`src/hw/rtl/gss_pkg.sv`:
```
// Shared types and constants of the grid step sequencer position core.
package gss_pkg;

  localparam int STEPS       = 16;
  localparam int CHANNELS    = 4;
  localparam int CH_SLOTS    = 4;
  localparam int TABLE_DEPTH = STEPS * CH_SLOTS;
  localparam int TABLE_AW    = $clog2(TABLE_DEPTH);
  localparam int RAND_TRIES  = 32;

  localparam logic [15:0] LFSR_TAPS  = 16'hB400;
  localparam logic [15:0] LFSR_SEED  = 16'h0001;

  localparam logic [1:0] FUNC_GATE  = 2'd0;
  localparam logic [1:0] FUNC_KNOB  = 2'd1;
  localparam logic [1:0] FUNC_MODE  = 2'd2;
  localparam logic [1:0] FUNC_WRITE = 2'd3;

  typedef enum logic [1:0] {
    MODE_HOLD  = 2'd0,
    MODE_PLAIN = 2'd1,
    MODE_SHIFT = 2'd2
  } mode_t;

  typedef struct packed {
    logic [1:0]  func;
    logic [4:0]  gate_bits;
    logic [1:0]  offset_x;
    logic [1:0]  offset_y;
    logic [3:0]  offset_z;
    logic [1:0]  mode_sel;
    logic [3:0]  write_step;
    logic [1:0]  write_channel;
    logic [15:0] write_value;
  } cmd_t;

  typedef struct packed {
    logic [3:0]  step_index;
    logic        trigger;
    logic [15:0] cv_a;
    logic [15:0] cv_b;
    logic [15:0] cv_c;
    logic [15:0] cv_d;
  } res_t;

endpackage

```
`src/hw/rtl/grid_step_sequencer_position.sv`:
```
// Top level of the grid step sequencer position core.
//
// Usage: one command item enters on the cmd channel (cmd_valid, cmd_stall,
// cmd) and exactly one result item leaves on the res channel (res_valid,
// res_stall, res). A command is a gate event, a knob reading, a mode select
// or a table write, chosen by its func field. The result gives the shown
// step, a trigger flag when that step changed, and the four stored channel
// values of the step.
// The block works on one item at a time and holds cmd_stall high while busy.
// An item passes through the states EXEC, STEP, READ, LAST and FIN before the
// result register loads; a random gate adds the RAND state, one LFSR shift and
// compare per cycle, until a new step appears or RAND_TRIES tries are used.
// The next item is accepted in the cycle after the result loads at the earliest.
// The four channel values are read one per cycle from the single read port
// of the table RAM, which sets most of the latency.
// The result register lets the next command be accepted while a result still
// waits; when the receiver stalls, the result holds and a finished item
// waits in its last state until the register frees.
// Reset clears positions, mode and knob filters, loads the LFSR with LFSR_SEED,
// and marks every table entry empty so that it reads as zero until written.
module grid_step_sequencer_position
  import gss_pkg::*;
(
  input  logic clk,
  input  logic rst,
  input  logic cmd_valid,
  output logic cmd_stall,
  input  cmd_t cmd,
  output logic res_valid,
  input  logic res_stall,
  output res_t res
);

  typedef enum logic [2:0] {
    S_IDLE, S_EXEC, S_RAND, S_STEP, S_READ, S_LAST, S_FIN
  } state_t;

  typedef struct packed {
    logic [3:0] acc;
    logic [3:0] cand;
    logic       seen;
  } knob_t;

  state_t state;
  cmd_t   cmd_q;
  mode_t  mode_reg;
  logic [3:0]  main_pos;
  logic [3:0]  pause_pos;
  logic [3:0]  shown_step;
  logic        trig;
  logic [15:0] lfsr;
  logic [4:0]  tries;
  logic [3:0]  acc [3];
  logic [3:0]  cand [3];
  logic        seen [3];
  logic [TABLE_DEPTH-1:0] entry_valid;
  logic [1:0]  rd_ch;
  logic [1:0]  cap_ch;
  logic        rd_pend;
  logic        rd_vld;
  logic [15:0] cv [CH_SLOTS];

  logic [3:0]  cur_pos;
  logic [3:0]  gate_pos;
  logic [15:0] lfsr_next;
  logic [3:0]  step_calc;
  logic [3:0]  knob_val [3];
  knob_t       knob_next [3];
  logic        ram_we;
  logic [TABLE_AW-1:0] ram_waddr;
  logic [TABLE_AW-1:0] ram_raddr;
  logic [15:0] ram_rdata;
  logic        res_load;

  function automatic knob_t knob_filter(input logic [3:0] a, input logic [3:0] c,
                                        input logic s, input logic [3:0] v);
    knob_t k;
    k.acc  = a;
    k.cand = c;
    k.seen = s;
    if (a != v) begin
      if (c == v) begin
        if (s) begin
          k.acc = v;
        end else begin
          k.seen = 1'b1;
        end
      end else begin
        k.cand = v;
        k.seen = 1'b0;
      end
    end
    return k;
  endfunction

  always_comb begin
    logic [3:0] p;
    logic [1:0] col;
    logic [1:0] row;
    cur_pos = (mode_reg == MODE_SHIFT) ? main_pos : pause_pos;
    p = cur_pos;
    if (cmd_q.gate_bits[0]) p = p + 4'd1;
    if (cmd_q.gate_bits[1]) p = {p[3:2], p[1:0] + 2'd1};
    if (cmd_q.gate_bits[2]) p = {p[3:2] + 2'd1, p[1:0]};
    if (cmd_q.gate_bits[3]) p = 4'd0;
    gate_pos = p;

    lfsr_next = {1'b0, lfsr[15:1]} ^ (lfsr[0] ? LFSR_TAPS : 16'd0);

    col = main_pos[1:0] + acc[0][1:0];
    row = main_pos[3:2] + acc[1][1:0];
    step_calc = (mode_reg == MODE_SHIFT) ? ({row, col} + acc[2]) : main_pos;

    knob_val[0] = {2'b00, cmd_q.offset_x};
    knob_val[1] = {2'b00, cmd_q.offset_y};
    knob_val[2] = cmd_q.offset_z;
    for (int k = 0; k < 3; k++) begin
      knob_next[k] = knob_filter(acc[k], cand[k], seen[k], knob_val[k]);
    end
  end

  assign cmd_stall = (state != S_IDLE);
  assign ram_we    = (state == S_EXEC) && (cmd_q.func == FUNC_WRITE) &&
                     ({1'b0, cmd_q.write_channel} < 3'(CHANNELS));
  assign ram_waddr = {cmd_q.write_step, cmd_q.write_channel};
  assign ram_raddr = {shown_step, rd_ch};
  assign res_load  = (state == S_FIN) && (!res_valid || !res_stall);

  gss_ram #(
    .WIDTH(16),
    .DEPTH(TABLE_DEPTH)
  ) u_table (
    .clk   (clk),
    .we    (ram_we),
    .waddr (ram_waddr),
    .wdata (cmd_q.write_value),
    .raddr (ram_raddr),
    .rdata (ram_rdata)
  );

  always_ff @(posedge clk) begin
    if (rst) begin
      state       <= S_IDLE;
      mode_reg    <= MODE_HOLD;
      main_pos    <= '0;
      pause_pos   <= '0;
      shown_step  <= '0;
      trig        <= 1'b0;
      lfsr        <= LFSR_SEED;
      tries       <= '0;
      entry_valid <= '0;
      rd_ch       <= '0;
      cap_ch      <= '0;
      rd_pend     <= 1'b0;
      rd_vld      <= 1'b0;
      res_valid   <= 1'b0;
      for (int k = 0; k < 3; k++) begin
        acc[k]  <= '0;
        cand[k] <= '0;
        seen[k] <= 1'b0;
      end
    end else begin
      rd_pend <= 1'b0;
      if (rd_pend) begin
        cv[cap_ch] <= (rd_vld && ({1'b0, cap_ch} < 3'(CHANNELS))) ? ram_rdata : '0;
      end
      if (res_valid && !res_stall) begin
        res_valid <= 1'b0;
      end

      unique case (state)
        S_IDLE: begin
          if (cmd_valid) begin
            cmd_q <= cmd;
            state <= S_EXEC;
          end
        end
        S_EXEC: begin
          state <= S_STEP;
          tries <= '0;
          unique case (cmd_q.func)
            FUNC_GATE: begin
              if (mode_reg == MODE_SHIFT) begin
                main_pos <= gate_pos;
              end else begin
                pause_pos <= gate_pos;
              end
              if (cmd_q.gate_bits[4]) begin
                state <= S_RAND;
              end
            end
            FUNC_KNOB: begin
              for (int k = 0; k < 3; k++) begin
                acc[k]  <= knob_next[k].acc;
                cand[k] <= knob_next[k].cand;
                seen[k] <= knob_next[k].seen;
              end
            end
            FUNC_MODE: begin
              if ((cmd_q.mode_sel == MODE_HOLD || cmd_q.mode_sel == MODE_PLAIN ||
                   cmd_q.mode_sel == MODE_SHIFT) && cmd_q.mode_sel != mode_reg) begin
                if (cmd_q.mode_sel == MODE_HOLD) begin
                  pause_pos <= main_pos;
                end else if (mode_reg == MODE_HOLD) begin
                  main_pos <= pause_pos;
                end
                mode_reg <= mode_t'(cmd_q.mode_sel);
              end
            end
            FUNC_WRITE: begin
              if (ram_we) begin
                entry_valid[ram_waddr] <= 1'b1;
              end
            end
            default: ;
          endcase
        end
        S_RAND: begin
          lfsr  <= lfsr_next;
          tries <= tries + 5'd1;
          if (lfsr_next[3:0] != cur_pos) begin
            if (mode_reg == MODE_SHIFT) begin
              main_pos <= lfsr_next[3:0];
            end else begin
              pause_pos <= lfsr_next[3:0];
            end
            state <= S_STEP;
          end else if (tries == 5'(RAND_TRIES - 1)) begin
            if (mode_reg == MODE_SHIFT) begin
              main_pos <= cur_pos + 4'd1;
            end else begin
              pause_pos <= cur_pos + 4'd1;
            end
            state <= S_STEP;
          end
        end
        S_STEP: begin
          if (cmd_q.func != FUNC_WRITE) begin
            trig       <= (step_calc != shown_step);
            shown_step <= step_calc;
          end else begin
            trig <= 1'b0;
          end
          rd_ch <= '0;
          state <= S_READ;
        end
        S_READ: begin
          rd_pend <= 1'b1;
          rd_vld  <= entry_valid[ram_raddr];
          cap_ch  <= rd_ch;
          rd_ch   <= rd_ch + 2'd1;
          if (rd_ch == 2'(CH_SLOTS - 1)) begin
            state <= S_LAST;
          end
        end
        S_LAST: begin
          state <= S_FIN;
        end
        S_FIN: begin
          if (res_load) begin
            res_valid      <= 1'b1;
            res.step_index <= shown_step;
            res.trigger    <= trig;
            res.cv_a       <= cv[0];
            res.cv_b       <= cv[1];
            res.cv_c       <= cv[2];
            res.cv_d       <= cv[3];
            state          <= S_IDLE;
          end
        end
        default: state <= S_IDLE;
      endcase
    end
  end

endmodule

```
`src/hw/rtl/gss_ram.sv`:
```
// Generic single-write, single-read RAM with registered read data.
module gss_ram #(
  parameter int WIDTH = 16,
  parameter int DEPTH = 64
) (
  input  logic                     clk,
  input  logic                     we,
  input  logic [$clog2(DEPTH)-1:0] waddr,
  input  logic [WIDTH-1:0]         wdata,
  input  logic [$clog2(DEPTH)-1:0] raddr,
  output logic [WIDTH-1:0]         rdata
);

  logic [WIDTH-1:0] mem [DEPTH];

  always_ff @(posedge clk) begin
    if (we) begin
      mem[waddr] <= wdata;
    end
    rdata <= mem[raddr];
  end

endmodule

```
`config.mk`:
```
export PLATFORM = sky130hd
export DESIGN_NAME = grid_step_sequencer_position
export DESIGN_NICKNAME = d
export VERILOG_FILES = /design/src/hw/rtl/gss_pkg.sv /design/src/hw/rtl/grid_step_sequencer_position.sv /design/src/hw/rtl/gss_ram.sv
export SDC_FILE = /design/constraint.sdc
export NUM_CORES = 1
export LEC_CHECK = 0
export BUFFER_PORTS_ARGS = -buffer_cell sky130_fd_sc_hd__buf_2
export CAP_MARGIN = 5
export CORE_ASPECT_RATIO = 0.9
export CORE_MARGIN = 4
export CORE_UTILIZATION = 45
export DETAILED_ROUTE_END_ITERATION = 8
export GPL_TIMING_DRIVEN = 0
export PLACE_DENSITY_LB_ADDON = 0.25
export REMOVE_ABC_BUFFERS = 1
export SETUP_SLACK_MARGIN = 0.3
export SKIP_LAST_GASP = 1
export SLEW_MARGIN = 25
export SYNTH_ARGS = -nofsm -noshare
export SYNTH_HDL_FRONTEND = slang
export SYNTH_HIERARCHICAL = 1
export SYNTH_SLANG_ARGS = --single-unit
export TNS_END_PERCENT = 20
```
`constraint.sdc`:
```
create_clock -name clk -period 9.8 [get_ports clk]
set_clock_uncertainty 0.1 [all_clocks]
set_input_delay 0.98 -clock clk [delete_from_list [all_inputs] [get_ports clk]]
set_output_delay 0.98 -clock clk [all_outputs]
set_load 0.005 [all_outputs]
```
=== After elaboration in Yosys (flattened, before gate mapping) ===
Memory sizes are Yosys's and may differ from the RTL's. A register that Yosys moved wholly into a read port is not among the register bits.
Index checks and enable logic that the tools add are counted.

* $add $sub $neg: 8
* Reductions and logical operators: 25
* Equality and inequality tests: 39
* Bitwise gates (word level): 12
* $lt $le $gt $ge: 3
* Muxes and demuxes: 81

{| class="wikitable"
|+ Operator list
! kind !! number
|-
| two-way mux 4 bit || 35
|-
| OR 64 bit || 1
|-
| != test 3 bit, second input constant || 11
|-
| two-way mux 16 bit || 2
|-
| case mux 4 bit (2 select lines) || 4
|-
| two-way mux 9 bit || 3
|-
| two-way mux 1 bit || 26
|-
| case mux 3 bit (7 select lines) || 1
|-
| bitwise XOR 15 x 16 -> 16 bit || 1
|-
| two-way mux 3 bit || 5
|-
| less-than comparator 6 x 7 -> 1 bit, second input constant || 2
|-
| != test 4 bit || 3
|-
| AND reduction 3 bit || 4
|-
| == test 2 bit, second input constant || 5
|-
| case mux 5 bit (2 select lines) || 1
|-
| == test 3 bit, second input constant || 3
|-
| OR 1 bit || 9
|-
| AND reduction 9 bit || 1
|-
| == test 4 x 2 -> 1 bit || 2
|-
| != test 2 bit, second input constant || 4
|-
| != test 4 x 2 -> 1 bit || 2
|-
| AND reduction 8 bit || 1
|-
| adder 2 x 1 -> 2 bit, second input constant || 3
|-
| binary-select mux 1 bit (select 6 bit) || 1
|-
| other kinds (25) || 38
|}

* Logic and storage cells: 198
* Memories: 5
* Bits of input ports: 43
* Bits in writable memories: 1,115
* Bits in registers: 154
* Output and inout bits: 71

{| class="wikitable"
|+ Memory list
! name !! words !! width !! read ports !! clocked after memory_dff !! write ports !! line !! text
|-
| u_table.mem || 64 || 16 || 1 || 1 || 1 || gss_ram.sv:14 || <nowiki>logic [WIDTH-1:0] mem [DEPTH];</nowiki>
|-
| cv || 4 || 16 || 4 || 4 || 1 || grid_step_sequencer_position.sv:61 || <nowiki>logic [15:0] cv [CH_SLOTS];</nowiki>
|-
| acc || 3 || 4 || 3 || 0 || 3 || grid_step_sequencer_position.sv:53 || <nowiki>logic [3:0] acc [3];</nowiki>
|-
| cand || 3 || 4 || 3 || 0 || 3 || grid_step_sequencer_position.sv:54 || <nowiki>logic [3:0] cand [3];</nowiki>
|-
| seen || 3 || 1 || 3 || 0 || 3 || grid_step_sequencer_position.sv:55 || <nowiki>logic seen [3];</nowiki>
|}

=== Logic depth before layout (Yosys ltp) ===
Gate-level depths: netlist of the first run.

* Depth in word-level cells: 11
* Depth in mapped cells: 12
* Gate-level depth less buffers: 12

=== Cells and area by module ===
Netlist of the first run, hierarchy kept.

{| class="wikitable"
|+ Modules (own cells, without submodules)
! module !! cells each !! area each (um^2) !! times used !! seq. area each (um^2)
|-
| gss_ram || 1,820 || 39,978.3 || 1 || 31,069.8
|-
| grid_step_sequencer_position || 862 || 11,380.9 || 1 || 7,937.6
|}

=== Worst setup path after synthesis of the first run ===
OpenSTA, ideal clock, no wires.

* Kind: input-to-reg
* Start point: input port rst
* End point: register res[0] (netlist name)
* Buffers on the path: 2
* Required time: 9.105 ns
* Cell stages on the path: 3
* Library setup time: 0.595 ns
* Data arrival time: 6.456 ns
* Setup slack: 2.649 ns
* Path through: clkbuf_1 -> clkbuf_1 -> nor3b_1

* Word-level cells in the longest chain between the ends: 2

{| class="wikitable"
|+ RTL lines
! item !! line !! text
|-
| from (decl) || grid_step_sequencer_position.sv:25 || <nowiki>input logic rst,</nowiki>
|-
| inverter 1 bit (no source line) || - ||
|-
| AND reduction 3 bit (no source line) || - ||
|}

No other way between the ends.
A chain may end at the register's enable or synchronous reset.

=== Worst setup path in the final report of the first run ===
* Start point: register state[2]
* End point: memory u_table.mem[15][4], enable pin

* Word-level cells in the longest chain between the ends: 4

{| class="wikitable"
|+ RTL lines
! item !! line !! text
|-
| from (decl) || grid_step_sequencer_position.sv:44 || <nowiki>state_t state;</nowiki>
|-
| from (signal assigned) || grid_step_sequencer_position.sv:143 || <nowiki>state <= S_IDLE;</nowiki>
|-
| from (signal assigned) || grid_step_sequencer_position.sv:175 || <nowiki>state <= S_EXEC;</nowiki>
|-
| from (signal assigned) || grid_step_sequencer_position.sv:179 || <nowiki>state <= S_STEP;</nowiki>
|-
| == test 3 x 1 -> 1 bit || grid_step_sequencer_position.sv:123 || <nowiki>assign ram_we = (state == S_EXEC) && (cmd_q.func == FUNC_WRITE) &&</nowiki>
|-
| logical AND 1 bit || grid_step_sequencer_position.sv:123 ||
|-
| net ram_we || grid_step_sequencer_position.sv:69 || <nowiki>logic ram_we;</nowiki>
|-
| two-way mux 1 bit || gss_ram.sv:17 || <nowiki>if (we) begin</nowiki>
|-
| two-way mux 1 bit (not written as such) || gss_ram.sv:18 || <nowiki>mem[waddr] <= wdata;</nowiki>
|-
| to (decl) || gss_ram.sv:14 ||
|}

The timed path passes the listed nets, and every way through them passes these cells.

==> qor.txt, run 1 <==
Syn_area_per_cell: 19.1 µm²
CTS Buffer Depth: 3
Post-CTS sizing: 0
Power per cell area: 197 nW/µm²
Total wire length: 119,000 µm
Non-filler instance count after layout: 4,496
Maximum clock rate: 250 MHz
GR Util met3: 0.0459
Critical path startpoint category: flip-flop
Area contributors post-synth: edfxtp_1 71%, mux4_2 10%, dfxtp_1 4.9%, mux2i_1 1.9%, nor2_1 1.4%
Final period util: 0.408
Final period demand of the worst path: 4.00 ns
Vias in the first global route: 26.2k
Ys async rst share: 0
Biggest regs: u_table/mem (1024), res (69)
Crit Path Max Fanout: 14
Fin. max-slew vios: 0
Worst path slowest cell: nor2_2
Peak supply drop: 198 µV
Grt total ovfl: 0
Max Cap Viol: 0
Io pins: 114
Post-synthesis sequential area ratio: 0.760
Top cell type's share of synthesized area: 0.710
Max reg flops: 1,024
CTS sink count: 1,341
Router iterations before antenna repair: 6
Final core occ: 0.524
Largest net degree at the start of global routing: 65
Setup Crit Path Kind: flip-flop to flip-flop
Buf/Inv on CP: 1
Worst skew pair latency: 0.74 ns
Number of flops mapped to enable cells by yosys: 1,215
CTS Hold Bufs: 0
Mapped Cells: 2,682
Antenna violations before repair: 3
RSZ-0062 raised after global routing: no
Worst endpoint required time: 10.14 ns
Hold WC Path Type: primary input to flip-flop
Max_slew headroom: 0.295
Min Hold Slack: 0.311 ns
Clk slew on worst S/H paths: 0.07 ns
Cell taking the most area after synthesis: edfxtp_1
Chip width: 364 µm
Port Buffers: 113
Met1 Track Usage GR: 0.289
CP delay by family, top: simple AND/OR/NAND/NOR gates
Share of cells above drive strength 1: 0.257
Main synth FF type: edfxtp_1
Biggest register: u_table/mem
Placed cells: 4,256
Die H: 328 µm
Remaining DRCs: 0
Worst setup EP type: flip-flop
Fin. Hold Viols: 0
Leakage: 18.5 nW
Arrival time of the worst setup path: 4.34 ns
CTS root buf: clkbuf_16
Iteration-0 DRC Markers: 3,064
Starting density of the core: 0.454
Synth Warn #: 6
GRT busiest layer: met2
CTS Buf Count: 133
Final setup fails: 0
Area grow syn2layout: 15.5%
Met2 Use GR: 0.303
DRT antenna net count: 0
Wire per inst: 26.5 µm
Seq cells post-synth: 1,341
H-tree levels: 4
Largest stage delay, worst path: 0.85 ns
Power share of the clock group: 0.411
Flop pwr share: 0.545
Core area: 113,000 µm²
Nets@finish: 2,958
Overall routing resource usage: 0.200
P_int: 9.22 mW
Crit-path cells: or3b_1 -> nor2_1 -> nand4_1 -> nor2_2 -> buf_6
Setup tns final: 0 ns
Net switching power figure: 2.46 mW
Distinct cells, synth: 74
GPL Wtd Cong: 0.835
First-pass GRT wire length: 175,000 µm
Detailed Place HPWL: 78,500 µm
Vias per cell: 5.84
Syn Std Cell Area: 51,400 µm²
Slew @ Worst Pin: 1.05 ns
Vias: 26.3k
Die area: 120,000 µm²
CTS tree: yes
Status: completed
Combinational share of power: 0.044
Number of cell rows: 117
Switching share of power: 0.211
Buffer count from post-CTS setup fixing: 0
[Yosys cell counts (7+ instances only)]
cell type     n
edfxtp_1   1215
mux4_2      237
nor2_1      196
dfxtp_1     126
a21oi_1     112
mux2i_1      98
clkbuf_1     79
nand2_1      73
a22oi_1      69
nand3_1      42
nor2b_1      40
xnor2_1      35
and2_1       27
a221oi_1     25
buf_2        25
buf_4        17
a211oi_1     15
a311oi_1     14
buf_6        14
nor3_1       14
a31oi_1      13
inv_1        13
a211o_1      12
mux2_2       12
nand3b_1     12
and4_1       11
and3_1        9
ha_1          9
nand2b_1      9
buf_1         7
o21ai_0       7
[path summary, 6_finish.rpt]
| check | start | endpoint | slack (ns) | cells after the start |
|---|---|---|---|---|
| worst min register to register | cv[1][3] | res[35] | 0.31 | 0 |
| worst min-delay path | cmd[36] | cmd_q[36] | 0.31 | 1 |
| worst max register to register | state[2] | u_table/mem[15][4] | 5.80 | 5 |
| worst max-delay path | state[2] | u_table/mem[15][4] | 5.80 | 5 |
[cell families (layout without fill, tap and decap cells)]
group | after synthesis | count (layout) | share of synthesized area
flops | 1341 | 1341 | 0.760
simple gates | 474 | 474 | 0.0450
buf+inv | 162 | 488 | 0.0179
compound gates | 301 | 301 | 0.0401
fa+ha+maj | 10 | 10 | 0.00258
other cells | 0 | 1 | 0
xor+xnor | 40 | 40 | 0.00682
mux | 354 | 354 | 0.128
[power groups by stage]
stage | Sequential, mW | Clock (mW) | Combinational (mW)
floorplan | 6.52 | 0 | 0.265
finish | 6.36 | 4.80 | 0.516
CTS | 6.36 | 4.90 | 0.518
global route | 6.36 | 5.15 | 0.553
global placement | 6.61 | 0 | 0.383
detailed placement | 6.48 | 0 | 0.517
[placed cells by master, fill, tap and decap left out, types with 28 or more instances in the layout]
| master | Yosys | routed |
|---|---|---|
| nor2b_1 | 40 | 36 |
| buf_2 | 25 | 112 |
| buf_6 | 14 | 35 |
| a22oi_1 | 69 | 69 |
| buf_8 | 1 | 51 |
| dfxtp_1 | 126 | 120 |
| mux4_2 | 237 | 237 |
| nand2_1 | 73 | 73 |
| clkbuf_1 | 79 | 33 |
| nor2_1 | 196 | 128 |
| clkbuf_16 | 0 | 136 |
| a21oi_1 | 112 | 112 |
| mux2i_1 | 98 | 98 |
| nor2_4 | 1 | 28 |
| xnor2_1 | 35 | 35 |
| nor2_2 | 0 | 41 |
| edfxtp_1 | 1215 | 1215 |
| nand3_1 | 42 | 42 |
[per-stage QoR]
step / worst slack (ns) / area, µm² / power, mW
2_1_floorplan: -3.42 / 50500 / 6.79
3_3_place_gp: -11.85 / 52900 / 7.00
3_5_place_dp: 5.90 / 55200 / 7.00
4_1_cts: 5.86 / 59300 / 11.8
5_1_grt: 5.69 / 59300 / 12.1
6_report: 5.80 / 59300 / 11.7
[per-layer routing]
| layer | share of wire | wire [µm] |
|---|---|---|
| met1 | 0.42 | 50600 |
| met4 | 0.028 | 3360 |
| met5 | 0 | 0 |
| met3 | 0.084 | 10000 |
| met2 | 0.46 | 55200 |
[cell type report]
type | count | area (µm²)
well taps | 1487 | 1860
multi-input cells | 1179 | 11800
clock inverters | 61 | 465
clock buffers | 177 | 3640
diodes | 1 | 2.50
inverters | 13 | 48.8
flip-flops and latches | 1341 | 39000
repair buffers | 237 | 2480
fillers | 8757 | 53900
(Power assumes the default switching activity.)
==> inputs of run 2 (changes only) <==
==> constraint.sdc (replaced) <==
create_clock -name clk -period 3.6 [get_ports clk]
set_clock_uncertainty 0.1 [all_clocks]
set_input_delay 0.36 -clock clk [delete_from_list [all_inputs] [get_ports clk]]
set_output_delay 0.36 -clock clk [all_outputs]
set_load 0.005 [all_outputs]
==> qor.txt, run 2 (synthesized netlist as in run 1, its figures left out) <==
Fin. max-slew vios: 0 (unchanged)
Maximum clock rate: 292 MHz (+17%)
Starting density of the core: 0.454 (unchanged)
R2r setup slk: 0.18 ns (-5.63 ns)
CTS root buf: clkbuf_16
DRT antenna net count: 0 (unchanged)
Max_slew headroom: 0.253 (-0.0416)
CTS tree: yes
First-pass GRT wire length: 177,000 µm (+1.1%)
RSZ-0062 raised after global routing: yes
Iteration-0 DRC Markers: 2,714 (-11%)
Fin worst setup slack: 0.177 ns (-5.63 ns)
Largest stage delay, worst path: 0.94 ns (+0.09 ns)
Share of cells above drive strength 1: 0.266 (+0.00888)
Arrival time of the worst setup path: 3.85 ns (-0.49 ns)
Crit-path most repeated cell: buf_12
Final setup fails: 0 (unchanged)
Max Cap Viol: 0 (unchanged)
Final period util: 0.951 (+0.543)
Status: completed
Port Buffers: 113 (unchanged)
GPL Wtd Cong: 0.835 (unchanged)
Area grow syn2layout: 17.3%
Power share of the clock group: 0.411 (about the same)
Net switching power figure: 6.76 mW (+170%)
Switching share of power: 0.212 (+0.00125)
Overall power: 31.9 mW (+170%)
Max reg flops: 1,024 (unchanged)
Clk slew on worst S/H paths: 0.06 ns (about the same)
Hold WC Path Type: primary input to flip-flop
Fin. Hold Viols: 0 (unchanged)
Crit Path Max Fanout: 40 (+26)
Finished Cell Area: 60,300 µm² (+1.6%)
Flop pwr share: 0.543 (-0.002)
CTS sink count: 1,341 (unchanged)
Worst path slowest cell: nor4_1
Most frequent cells in the layout: 1,215 x edfxtp_1, 237 x mux4_2, 136 x clkbuf_16
Vias in the first global route: 26.5k (+1.4%)
CTS Buf Count: 133 (unchanged)
Worst setup EP type: flip-flop
Vias: 26.7k (+1.5%)
Biggest regs: u_table/mem (1024), res (69)
Critical path startpoint category: flip-flop
Setup Crit Path Kind: flip-flop to flip-flop
Router iterations before antenna repair: 5 (-1)
CTS Buffer Depth: 3 (unchanged)
Biggest register: u_table/mem
Antenna violations before repair: 3 (unchanged)
Total wire length: 120,000 µm (+1.1%)
Worst endpoint required time: 4.03 ns (-6.11 ns)
Io pins: 114 (unchanged)
H-tree levels: 4 (unchanged)
Slew @ Worst Pin: 1.11 ns (+0.0618 ns)
Worst skew pair latency: 0.75 ns (about the same)
Die H: 328 µm (unchanged)
Placed cell areas: 55,200 µm² (unchanged)
Core area: 113,000 µm² (unchanged)
Crit-path cells: buf_12 -> buf_16 -> buf_12 -> mux4_2 -> a22oi_1 -> and4_1 -> nor4_1
Reg area: 39,000 µm² (unchanged)
Number of cell rows: 117 (unchanged)
Vias per cell: 5.84 (about the same)
Min Hold Slack: 0.226 ns (-0.0856 ns)
Wire per inst: 26.4 µm (-0.36%)
Area used by multi-input combinational logic: 12,000 µm² (+1.8%)
Combinational share of power: 0.046 (+0.002)
Nets@finish: 3,023 (+2.2%)
P_int: 25.1 mW (+170%)
Remaining DRCs: 0 (unchanged)
Power per cell area: 529 nW/µm² (+170%)
Buf/Inv on CP: 3 (+2)
Largest net degree at the start of global routing: 65 (unchanged)
Grt total ovfl: 0 (unchanged)
DP Worst Slack: -0.302 ns (-6.20 ns)
Commonest non-fill, non-tap cell in the layout: edfxtp_1
Layout fillers: 8,650 (-1.2%)
CP delay by family, top: simple AND/OR/NAND/NOR gates
Overall routing resource usage: 0.202 (+0.00221)
Die area: 120,000 µm² (unchanged)
Chip width: 364 µm (unchanged)
Peak supply drop: 535 µV (+170%)
Placed cells: 4,256 (unchanged)
Detailed Place HPWL: 78,500 µm (unchanged)
Final period demand of the worst path: 3.42 ns (-0.575 ns)
Non-filler instance count after layout: 4,562 (+1.5%)
Leakage: 18.8 nW (+2.0%)
==> run 2: cell type report <==
cell class              instances  share of cell area
well taps                    1487              0.0309
clock buffers                 177              0.0604
multi-input cells            1179               0.199
flip-flops and latches       1341               0.648
inverters                      13            0.000810
clock inverters                61             0.00772
repair buffers                302              0.0534
diodes                          2           0.0000831
==> run 2: path summary, 6_finish.rpt <==
| check | startpoint | end | cells after the start |
|---|---|---|---|
| max | rd_ch[1] | u_table/rdata[12] | 7 |
| min | cmd[20] | cmd_q[20] | 2 |
| max reg2reg | rd_ch[1] | u_table/rdata[12] | 7 |
| min reg2reg | cv[1][3] | res[35] | 0 |
==> run 2: metrics by stage <==
step,utilization,setup TNS (ns)
floorplan,-,-430.22
global placement,0.468,-1360.43
detailed placement,0.488,-58.28
CTS,0.531,0
global route,0.532,0
finish,0.532,0
==> run 2: timing repair <==
item	in CTS	in global routing
resized for setup	12	28
pin swaps	11	1
hold buffers	43	0
endpoints found under the hold margin	85	0
setup buffers	18	4
endpoints found under the setup margin	932	482
gates cloned	1	0
==> run 2: power groups by stage <==
| stage | logic [mW] | clock network, mW | registers [mW] |
|---|---|---|---|
| 2_1_floorplan | 0.721 | 0 | 17.8 |
| 3_3_place_gp | 1.04 | 0 | 18.0 |
| 3_5_place_dp | 1.41 | 0 | 17.6 |
| 4_1_cts | 1.46 | 13.3 | 17.3 |
| 5_1_grt | 1.58 | 14.0 | 17.3 |
| 6_report | 1.47 | 13.1 | 17.3 |
==> run 2: per-layer routing <==
| metal | GRT usage | vias to the layer above | part of all wire |
|---|---|---|---|
| li1 | - | 11400 | - |
| met1 | 0.290 | 14000 | 0.42 |
| met2 | 0.308 | 1021 | 0.47 |
| met3 | 0.0470 | 183 | 0.084 |
| met4 | 0.0695 | 2 | 0.028 |
| met5 | 0 | - | 0.00011 |
